--- src/hw/rtl/c65x_pkg.sv ---
// ----------------------------------------------------------------------------
// c65x_pkg
// types, opcodes and constants of the 6502 execute unit
// ----------------------------------------------------------------------------
package c65x_pkg;

  typedef enum logic [5:0] {
    OP_ORA = 6'd0,  OP_AND = 6'd1,  OP_EOR = 6'd2,  OP_ADC = 6'd3,
    OP_STA = 6'd4,  OP_LDA = 6'd5,  OP_CMP = 6'd6,  OP_SBC = 6'd7,
    OP_BIT = 6'd8,  OP_JMP = 6'd9,  OP_STY = 6'd10, OP_LDY = 6'd11,
    OP_CPY = 6'd12, OP_CPX = 6'd13, OP_ASL = 6'd14, OP_ROL = 6'd15,
    OP_LSR = 6'd16, OP_ROR = 6'd17, OP_STX = 6'd18, OP_LDX = 6'd19,
    OP_DEC = 6'd20, OP_INC = 6'd21, OP_DEX = 6'd22, OP_DEY = 6'd23,
    OP_INX = 6'd24, OP_INY = 6'd25, OP_BRA = 6'd26, OP_CLC = 6'd27,
    OP_SEC = 6'd28, OP_CLI = 6'd29, OP_SEI = 6'd30, OP_CLV = 6'd31,
    OP_CLD = 6'd32, OP_SED = 6'd33, OP_TAX = 6'd34, OP_TXA = 6'd35,
    OP_TAY = 6'd36, OP_TYA = 6'd37, OP_TSX = 6'd38, OP_TXS = 6'd39,
    OP_NOP = 6'd40
  } op_e;

  // branch flag select, bits 2..1 of the condition
  typedef enum logic [1:0] {
    BR_N = 2'd0,
    BR_V = 2'd1,
    BR_C = 2'd2,
    BR_Z = 2'd3
  } br_sel_e;

  // status bit positions
  localparam int unsigned FlagC = 0;
  localparam int unsigned FlagZ = 1;
  localparam int unsigned FlagI = 2;
  localparam int unsigned FlagD = 3;
  localparam int unsigned FlagV = 6;
  localparam int unsigned FlagN = 7;

  localparam logic [7:0] ResetS = 8'hFD;
  localparam logic [7:0] ResetP = 8'h24;

  typedef struct packed {
    logic [5:0]  opcode;
    logic [7:0]  operand;
    logic [15:0] target_addr;
    logic        on_accumulator;
    logic [2:0]  branch_cond;
    logic [15:0] next_pc;
  } item_t;

  typedef struct packed {
    logic [7:0] a;
    logic [7:0] x;
    logic [7:0] y;
    logic [7:0] s;
    logic [7:0] p;
  } regs_t;

  typedef struct packed {
    logic        mem_write;
    logic [15:0] write_addr;
    logic [7:0]  write_data;
    logic [15:0] new_pc;
    logic [7:0]  acc_out;
    logic [7:0]  status_out;
  } res_t;

  // status with N and Z taken from a result byte
  function automatic logic [7:0] with_nz(input logic [7:0] p, input logic [7:0] v);
    logic [7:0] r;
    r = p;
    r[FlagN] = v[7];
    r[FlagZ] = (v == 8'h00);
    return r;
  endfunction

endpackage

--- src/hw/rtl/c65x_in_stage.sv ---
// ----------------------------------------------------------------------------
// c65x_in_stage
// input register holding one decoded request
// ----------------------------------------------------------------------------
module c65x_in_stage
  import c65x_pkg::*;
(
  input  logic  clk_i,
  input  logic  rst_ni,
  input  logic  in_valid_i,
  output logic  in_ready_o,
  input  item_t item_i,
  input  logic  advance_i,
  output logic  valid_o,
  output item_t item_o
);

  logic  valid_q, valid_d;
  item_t item_q;

  assign in_ready_o = !valid_q || advance_i;

  always_comb begin
    valid_d = valid_q;
    if (in_ready_o) begin
      valid_d = in_valid_i;
    end
  end

  always_ff @(posedge clk_i or negedge rst_ni) begin
    if (!rst_ni) begin
      valid_q <= 1'b0;
    end else begin
      valid_q <= valid_d;
    end
  end

  always_ff @(posedge clk_i) begin
    if (in_valid_i && in_ready_o) begin
      item_q <= item_i;
    end
  end

  assign valid_o = valid_q;
  assign item_o  = item_q;

endmodule

--- src/hw/rtl/c65x_alu.sv ---
// ----------------------------------------------------------------------------
// c65x_alu
// single-pass operation logic: next register file and result of one request
// ----------------------------------------------------------------------------
module c65x_alu
  import c65x_pkg::*;
(
  input  item_t item_i,
  input  regs_t regs_i,
  output regs_t regs_o,
  output res_t  res_o
);

  logic [7:0] m;
  logic       cin;
  logic [7:0] m_add;
  logic [8:0] sum;
  logic       ovf;
  logic [7:0] cmp_reg;
  logic [8:0] diff;
  logic [7:0] src;
  logic [7:0] shl;
  logic [7:0] shr;
  logic       is_left;
  logic [7:0] sh_res;
  logic       sh_cout;
  logic       flag;
  logic       wr;
  logic [7:0] wdata;
  logic [7:0] dec_m;
  logic [7:0] inc_m;
  logic [15:0] pc;
  op_e        op;

  assign op  = op_e'(item_i.opcode);
  assign m   = item_i.operand;
  assign cin = regs_i.p[FlagC];

  // adder shared by adc and sbc, sbc adds the inverted operand
  assign m_add = (op == OP_SBC) ? ~m : m;
  assign sum   = {1'b0, regs_i.a} + {1'b0, m_add} + {8'h00, cin};
  assign ovf   = ~(regs_i.a[7] ^ m_add[7]) & (regs_i.a[7] ^ sum[7]);

  always_comb begin
    case (op)
      OP_CPX:  cmp_reg = regs_i.x;
      OP_CPY:  cmp_reg = regs_i.y;
      default: cmp_reg = regs_i.a;
    endcase
  end
  assign diff = {1'b0, cmp_reg} - {1'b0, m};

  assign src     = item_i.on_accumulator ? regs_i.a : m;
  assign shl     = {src[6:0], (op == OP_ROL) ? cin : 1'b0};
  assign shr     = {(op == OP_ROR) ? cin : 1'b0, src[7:1]};
  assign is_left = (op == OP_ASL) || (op == OP_ROL);
  assign sh_res  = is_left ? shl : shr;
  assign sh_cout = is_left ? src[7] : src[0];

  assign dec_m = m - 8'd1;
  assign inc_m = m + 8'd1;

  always_comb begin
    case (br_sel_e'(item_i.branch_cond[2:1]))
      BR_N:    flag = regs_i.p[FlagN];
      BR_V:    flag = regs_i.p[FlagV];
      BR_C:    flag = regs_i.p[FlagC];
      default: flag = regs_i.p[FlagZ];
    endcase
  end

  always_comb begin
    regs_o = regs_i;
    wr     = 1'b0;
    wdata  = 8'h00;
    pc     = item_i.next_pc;
    case (op)
      OP_ORA: begin
        regs_o.a = regs_i.a | m;
        regs_o.p = with_nz(regs_i.p, regs_o.a);
      end
      OP_AND: begin
        regs_o.a = regs_i.a & m;
        regs_o.p = with_nz(regs_i.p, regs_o.a);
      end
      OP_EOR: begin
        regs_o.a = regs_i.a ^ m;
        regs_o.p = with_nz(regs_i.p, regs_o.a);
      end
      OP_ADC, OP_SBC: begin
        regs_o.a        = sum[7:0];
        regs_o.p        = with_nz(regs_i.p, sum[7:0]);
        regs_o.p[FlagC] = sum[8];
        regs_o.p[FlagV] = ovf;
      end
      OP_STA: begin
        wr    = 1'b1;
        wdata = regs_i.a;
      end
      OP_LDA: begin
        regs_o.a = m;
        regs_o.p = with_nz(regs_i.p, m);
      end
      OP_CMP, OP_CPX, OP_CPY: begin
        regs_o.p        = with_nz(regs_i.p, diff[7:0]);
        regs_o.p[FlagC] = !diff[8];
      end
      OP_BIT: begin
        regs_o.p[FlagZ] = ((regs_i.a & m) == 8'h00);
        regs_o.p[FlagV] = m[6];
        regs_o.p[FlagN] = m[7];
      end
      OP_JMP: pc = item_i.target_addr;
      OP_STY: begin
        wr    = 1'b1;
        wdata = regs_i.y;
      end
      OP_LDY: begin
        regs_o.y = m;
        regs_o.p = with_nz(regs_i.p, m);
      end
      OP_ASL, OP_ROL, OP_LSR, OP_ROR: begin
        regs_o.p        = with_nz(regs_i.p, sh_res);
        regs_o.p[FlagC] = sh_cout;
        if (item_i.on_accumulator) begin
          regs_o.a = sh_res;
        end else begin
          wr    = 1'b1;
          wdata = sh_res;
        end
      end
      OP_STX: begin
        wr    = 1'b1;
        wdata = regs_i.x;
      end
      OP_LDX: begin
        regs_o.x = m;
        regs_o.p = with_nz(regs_i.p, m);
      end
      OP_DEC: begin
        wr       = 1'b1;
        wdata    = dec_m;
        regs_o.p = with_nz(regs_i.p, dec_m);
      end
      OP_INC: begin
        wr       = 1'b1;
        wdata    = inc_m;
        regs_o.p = with_nz(regs_i.p, inc_m);
      end
      OP_DEX: begin
        regs_o.x = regs_i.x - 8'd1;
        regs_o.p = with_nz(regs_i.p, regs_o.x);
      end
      OP_DEY: begin
        regs_o.y = regs_i.y - 8'd1;
        regs_o.p = with_nz(regs_i.p, regs_o.y);
      end
      OP_INX: begin
        regs_o.x = regs_i.x + 8'd1;
        regs_o.p = with_nz(regs_i.p, regs_o.x);
      end
      OP_INY: begin
        regs_o.y = regs_i.y + 8'd1;
        regs_o.p = with_nz(regs_i.p, regs_o.y);
      end
      OP_BRA: begin
        // taken when the selected flag matches the wanted value
        if (flag == item_i.branch_cond[0]) begin
          pc = item_i.next_pc + {{8{m[7]}}, m};
        end
      end
      OP_CLC: regs_o.p[FlagC] = 1'b0;
      OP_SEC: regs_o.p[FlagC] = 1'b1;
      OP_CLI: regs_o.p[FlagI] = 1'b0;
      OP_SEI: regs_o.p[FlagI] = 1'b1;
      OP_CLV: regs_o.p[FlagV] = 1'b0;
      OP_CLD: regs_o.p[FlagD] = 1'b0;
      OP_SED: regs_o.p[FlagD] = 1'b1;
      OP_TAX: begin
        regs_o.x = regs_i.a;
        regs_o.p = with_nz(regs_i.p, regs_i.a);
      end
      OP_TXA: begin
        regs_o.a = regs_i.x;
        regs_o.p = with_nz(regs_i.p, regs_i.x);
      end
      OP_TAY: begin
        regs_o.y = regs_i.a;
        regs_o.p = with_nz(regs_i.p, regs_i.a);
      end
      OP_TYA: begin
        regs_o.a = regs_i.y;
        regs_o.p = with_nz(regs_i.p, regs_i.y);
      end
      OP_TSX: begin
        regs_o.x = regs_i.s;
        regs_o.p = with_nz(regs_i.p, regs_i.s);
      end
      OP_TXS: regs_o.s = regs_i.x;
      default: begin
      end
    endcase
  end

  always_comb begin
    res_o.mem_write  = wr;
    res_o.write_addr = wr ? item_i.target_addr : 16'h0000;
    res_o.write_data = wdata;
    res_o.new_pc     = pc;
    res_o.acc_out    = regs_o.a;
    res_o.status_out = regs_o.p;
  end

endmodule

--- src/hw/rtl/c65x_out_stage.sv ---
// ----------------------------------------------------------------------------
// c65x_out_stage
// architectural registers and the result register
// ----------------------------------------------------------------------------
module c65x_out_stage
  import c65x_pkg::*;
(
  input  logic  clk_i,
  input  logic  rst_ni,
  input  logic  load_i,
  input  regs_t regs_i,
  input  res_t  res_i,
  output regs_t regs_o,
  output logic  space_o,
  output logic  out_valid_o,
  input  logic  out_ready_i,
  output res_t  res_o
);

  regs_t regs_q;
  logic  valid_q, valid_d;
  res_t  res_q;

  // result slot frees up in the same cycle it is taken
  assign space_o = !valid_q || out_ready_i;

  always_comb begin
    valid_d = valid_q;
    if (space_o) begin
      valid_d = load_i;
    end
  end

  always_ff @(posedge clk_i or negedge rst_ni) begin
    if (!rst_ni) begin
      valid_q <= 1'b0;
      regs_q  <= '{a: 8'h00, x: 8'h00, y: 8'h00, s: ResetS, p: ResetP};
    end else begin
      valid_q <= valid_d;
      if (load_i) begin
        regs_q <= regs_i;
      end
    end
  end

  always_ff @(posedge clk_i) begin
    if (load_i) begin
      res_q <= res_i;
    end
  end

  assign regs_o      = regs_q;
  assign out_valid_o = valid_q;
  assign res_o       = res_q;

endmodule

--- src/hw/rtl/cpu6502_execute_unit.sv ---
// ----------------------------------------------------------------------------
// cpu6502_execute_unit
// execute stage for decoded 6502 operations, binary arithmetic only
// ----------------------------------------------------------------------------
// Each request is held in the input register and then lands in the
// result register together with the update of A, X, Y, S and P, and one
// request can retire per clock while results are taken.
// The only limit on rate is the result register: when it is full and not
// taken, the input side stalls after one more request is buffered.
module cpu6502_execute_unit
  import c65x_pkg::*;
(
  input  logic        clk_i,
  input  logic        rst_ni,
  input  logic        in_valid_i,
  output logic        in_ready_o,
  input  logic [5:0]  opcode_i,
  input  logic [7:0]  operand_i,
  input  logic [15:0] target_addr_i,
  input  logic        on_accumulator_i,
  input  logic [2:0]  branch_cond_i,
  input  logic [15:0] next_pc_i,
  output logic        out_valid_o,
  input  logic        out_ready_i,
  output logic        mem_write_o,
  output logic [15:0] write_addr_o,
  output logic [7:0]  write_data_o,
  output logic [15:0] new_pc_o,
  output logic [7:0]  acc_out_o,
  output logic [7:0]  status_out_o
);

  item_t item_in;
  item_t item_q;
  logic  item_valid;
  logic  space;
  logic  advance;
  regs_t regs_cur;
  regs_t regs_nxt;
  res_t  res_nxt;
  res_t  res_q;

  assign item_in = '{opcode: opcode_i, operand: operand_i, target_addr: target_addr_i,
                     on_accumulator: on_accumulator_i, branch_cond: branch_cond_i,
                     next_pc: next_pc_i};

  assign advance = item_valid && space;

  c65x_in_stage u_in_stage (
    .clk_i      (clk_i),
    .rst_ni     (rst_ni),
    .in_valid_i (in_valid_i),
    .in_ready_o (in_ready_o),
    .item_i     (item_in),
    .advance_i  (advance),
    .valid_o    (item_valid),
    .item_o     (item_q)
  );

  c65x_alu u_alu (
    .item_i (item_q),
    .regs_i (regs_cur),
    .regs_o (regs_nxt),
    .res_o  (res_nxt)
  );

  c65x_out_stage u_out_stage (
    .clk_i       (clk_i),
    .rst_ni      (rst_ni),
    .load_i      (advance),
    .regs_i      (regs_nxt),
    .res_i       (res_nxt),
    .regs_o      (regs_cur),
    .space_o     (space),
    .out_valid_o (out_valid_o),
    .out_ready_i (out_ready_i),
    .res_o       (res_q)
  );

  assign mem_write_o  = res_q.mem_write;
  assign write_addr_o = res_q.write_addr;
  assign write_data_o = res_q.write_data;
  assign new_pc_o     = res_q.new_pc;
  assign acc_out_o    = res_q.acc_out;
  assign status_out_o = res_q.status_out;

endmodule

--- config.mk ---
export PLATFORM = sky130hd
export DESIGN_NAME = cpu6502_execute_unit
export DESIGN_NICKNAME = d
export VERILOG_FILES = /design/src/hw/rtl/c65x_pkg.sv /design/src/hw/rtl/c65x_in_stage.sv /design/src/hw/rtl/c65x_alu.sv /design/src/hw/rtl/c65x_out_stage.sv /design/src/hw/rtl/cpu6502_execute_unit.sv
export SDC_FILE = /design/constraint.sdc
export NUM_CORES = 1
export LEC_CHECK = 0
export BUFFER_PORTS_ARGS = -buffer_cell sky130_fd_sc_hd__buf_2
export CAP_MARGIN = 20
export CORE_ASPECT_RATIO = 0.8
export CORE_UTILIZATION = 35
export DETAILED_ROUTE_END_ITERATION = 16
export PLACE_DENSITY = 0.59
export SYNTH_ARGS = -nofsm -noshare
export SYNTH_HDL_FRONTEND = slang
export SYNTH_HIERARCHICAL = 1
export SYNTH_SLANG_ARGS = --single-unit
export TNS_END_PERCENT = 1
--- constraint.sdc ---
create_clock -name clk_i -period 4.28 [get_ports clk_i]
set_clock_uncertainty 0.1 [all_clocks]
set_input_delay 0.428 -clock clk_i [delete_from_list [all_inputs] [get_ports clk_i]]
set_output_delay 0.428 -clock clk_i [all_outputs]
set_load 0.01 [all_outputs]
==> summary.txt <==
Status - finished, final reports clean
DIE HEIGHT - 159 um
Fillers - 2993
Synth area leader - edfxtp_1
Pleak - 4.97 nW
ANT nets after route - 0
Nets - 1266
Post-synth EDFFs - 107
Syn Inst Count - 1064
Mapped Area - 10900 um2
# hold bufs at CTS - 1
Area of the multi-input gates - 5880 um2
Top area cells in the synthesized netlist - edfxtp_1 (30%), dfrtp_1 (7.6%), ha_1 (6.9%)
Final Max Tran Viols - 0
1st-pass router iterations - 6
Register area - 4280 um2
# setup viols final - 0
Crit share post-route - 0.940
Resized Gates After CTS - 0
Antenna cell count - 0
Deepest clock path buffer count - 2
Fin Setup TNS - 0 ns
WL/cell - 23.3 um
DRT iter0 DRCs - 1349
Total GRT Usage - 0.234
Worst min path class - input port to flop
Top-area cell type share of the netlist area - 0.296
Critical path arrival - 4.30 ns
Routed vias - 9199
Critical path's most frequent cell - fa_1
DP HPWL - 26.9 mm
Largest delay share family, worst path - simple AND/OR/NAND/NOR gates
Row cnt - 57
Final Hold Fails - 0
Starting Density - 0.356
Maxcap violations - 0
PD cells - 524 nW/um2
TritonCTS Buffers - 17
Max Clock Freq - 249 MHz
Setup crit start kind - flop
Placed cell count - 1542
Grt total ovfl - 0
Largest net degree at the start of global routing - 52
Worst relative slew slack - 0.374
Vias/cell - 5.84
Post-route minimum period - 4.02 ns
Final wirelength - 36.6 mm
Residual DRC - 0
Synth Flop Type - edfxtp_1
Mean Syn Cell Area - 10.2 um2
RD Place Congestion - 1.02
Setup Buffers After CTS - 0
Crit path buffers/inverters - 0
Crit path largest cell delay - 0.52 ns
Initial antenna violation count - 1
Post-synth top cells - edfxtp_1 (107), nand2_1 (85), nor2_1 (69), ha_1 (60)
Type of the worst setup path - flop to flop
Clock transition at the registers of the reported paths - 0.07 ns
Chip Width - 199 um
CTS tree - done
# IOs - 113
Crit Path Max Fanout - 9
FF+latch count, synth - 149
Post-synthesis net count - 1181
CP Data Required Time - 4.56 ns
Fin area - 12300 um2
Placed Area - 11700 um2
Count leader, synth - edfxtp_1
Sink Count - 149
Synth-to-Final Area Change - 13.2%
Unrepaired setup endpoints after global routing - no
Peak supply drop - 0.273 mV
Tightest Pin Transition - 0.932 ns
Crit-path cells - and2b_1 > and3_1 > nand2_1 > xnor2_1 > fa_1 > fa_1 > nor2b_1 > o21ai_0 > nand2b_1 > xor2_1 > nor4b_1 > nand4_1 > a31oi_1 > mux2_4
Via count of the first global-routing pass - 8647
# port buffers - 112
Ys async rst share - 0.282
CTS H-tree depth - 4
CP max stage cell - edfxtp_1
Synth cell types - 78
Layout cell share with drive strength beyond 1 - 0.229
Crit end category - flop
Core Area - 30500 um2
First-pass GRT wire length - 55.2 mm
Sequential-to-total area share from yosys stat - 0.394
Die ar. - 31700 um2
Worst-Skew Late Latency - 0.45 ns
Yosys warns - 6
Root Buffer Master - clkbuf_16
Non-Filler Instances - 1575
-- cell families (layout without fill, tap and decap cells) --
family | count (synthesis) | count (layout) | synth area share
flops | 149 | 149 | 0.394
buf+inv | 127 | 225 | 0.0645
fa+ha+maj | 63 | 63 | 0.0747
simple gates | 350 | 350 | 0.168
xor+xnor | 64 | 64 | 0.0517
compound gates | 251 | 251 | 0.165
mux | 60 | 60 | 0.0823
-- worst reg2reg max path, cell delays in order (launching register included) --
cell	delay (ns)
edfxtp_1	0.52
and2b_1	0.25
and3_1	0.32
nand2_1	0.18
xnor2_1	0.18
fa_1	0.41
fa_1	0.42
nor2b_1	0.14
o21ai_0	0.10
nand2b_1	0.16
xor2_1	0.11
nor4b_1	0.36
nand4_1	0.27
a31oi_1	0.27
mux2_4	0.17
-- metal layers --
layer  up-vias  GRT usage  share of wire
met3        69     0.0684           0.10
met1      4461      0.352           0.47
met4         2     0.0608          0.021
met5         -          0        0.00030
met2       518      0.320           0.41
li1       4149          -              -
-- sequential cells by signal, indices dropped and copies added (netlist names) --
| signal | count |
|---|---|
| u_out_stage/res_o | 57 |
| u_out_stage/out_valid_o | 1 |
| u_in_stage/valid_o | 1 |
| u_in_stage/item_o | 50 |
| u_out_stage/regs_o | 40 |
-- layout by cell type, fill, tap and decap left out, types with 25 or more instances in the layout --
cell type	instances
edfxtp_1	107
buf_4	44
a21oi_1	36
ha_1	60
dfrtp_1	33
nor3_1	25
inv_1	36
a22oi_1	30
o21ai_0	42
nand3_1	42
nor2_1	69
buf_2	112
xnor2_1	41
mux2_4	39
nand2_1	85
-- stage by stage --
step	total power [mW]	utilization	worst slack, ns	hold slack, ns
after CTS	6.41	0.403	0.386	0.0305
final	6.43	0.403	0.258	0.0525
after floorplan	4.12	-	0.593	0.0324
after detailed placement	4.87	0.384	0.412	0.358
after global placement	4.85	0.384	0.571	0.361
after global routing	6.78	0.403	0.0783	0.0296
-- where the power goes --
| group | switching [mW] | total (mW) | internal, mW |
|---|---|---|---|
| logic | 1.41 | 2.52 | 1.12 |
| clock network | 0.644 | 1.51 | 0.865 |
| registers | 0.496 | 2.40 | 1.90 |
| total | 2.55 | 6.43 | 3.88 |
-- final cells by class --
type,count,share of cell area
clock inverter,14,0.0121
multi-input combinational,788,0.479
timing repair buffer,157,0.0733
inverter,36,0.0110
clock buffer,18,0.0349
tap,413,0.0421
sequential,149,0.348
-- final timing paths --
path	from	to	slack (ns)	depth (start not counted)
max reg2reg	u_in_stage/item_o[44]	u_out_stage/regs_o[1]	0.26	14
max	u_in_stage/item_o[44]	u_out_stage/regs_o[1]	0.26	14
max in group asynchronous	rst_ni	u_out_stage/out_valid_o	3.12	3
min in group asynchronous	rst_ni	u_out_stage/regs_o[30]	0.52	3
min reg2reg	u_out_stage/regs_o[4]	u_out_stage/res_o[4]	0.37	0
min	target_addr_i[6]	u_in_stage/item_o[26]	0.05	1
Power figures use the tool's default switching activity.
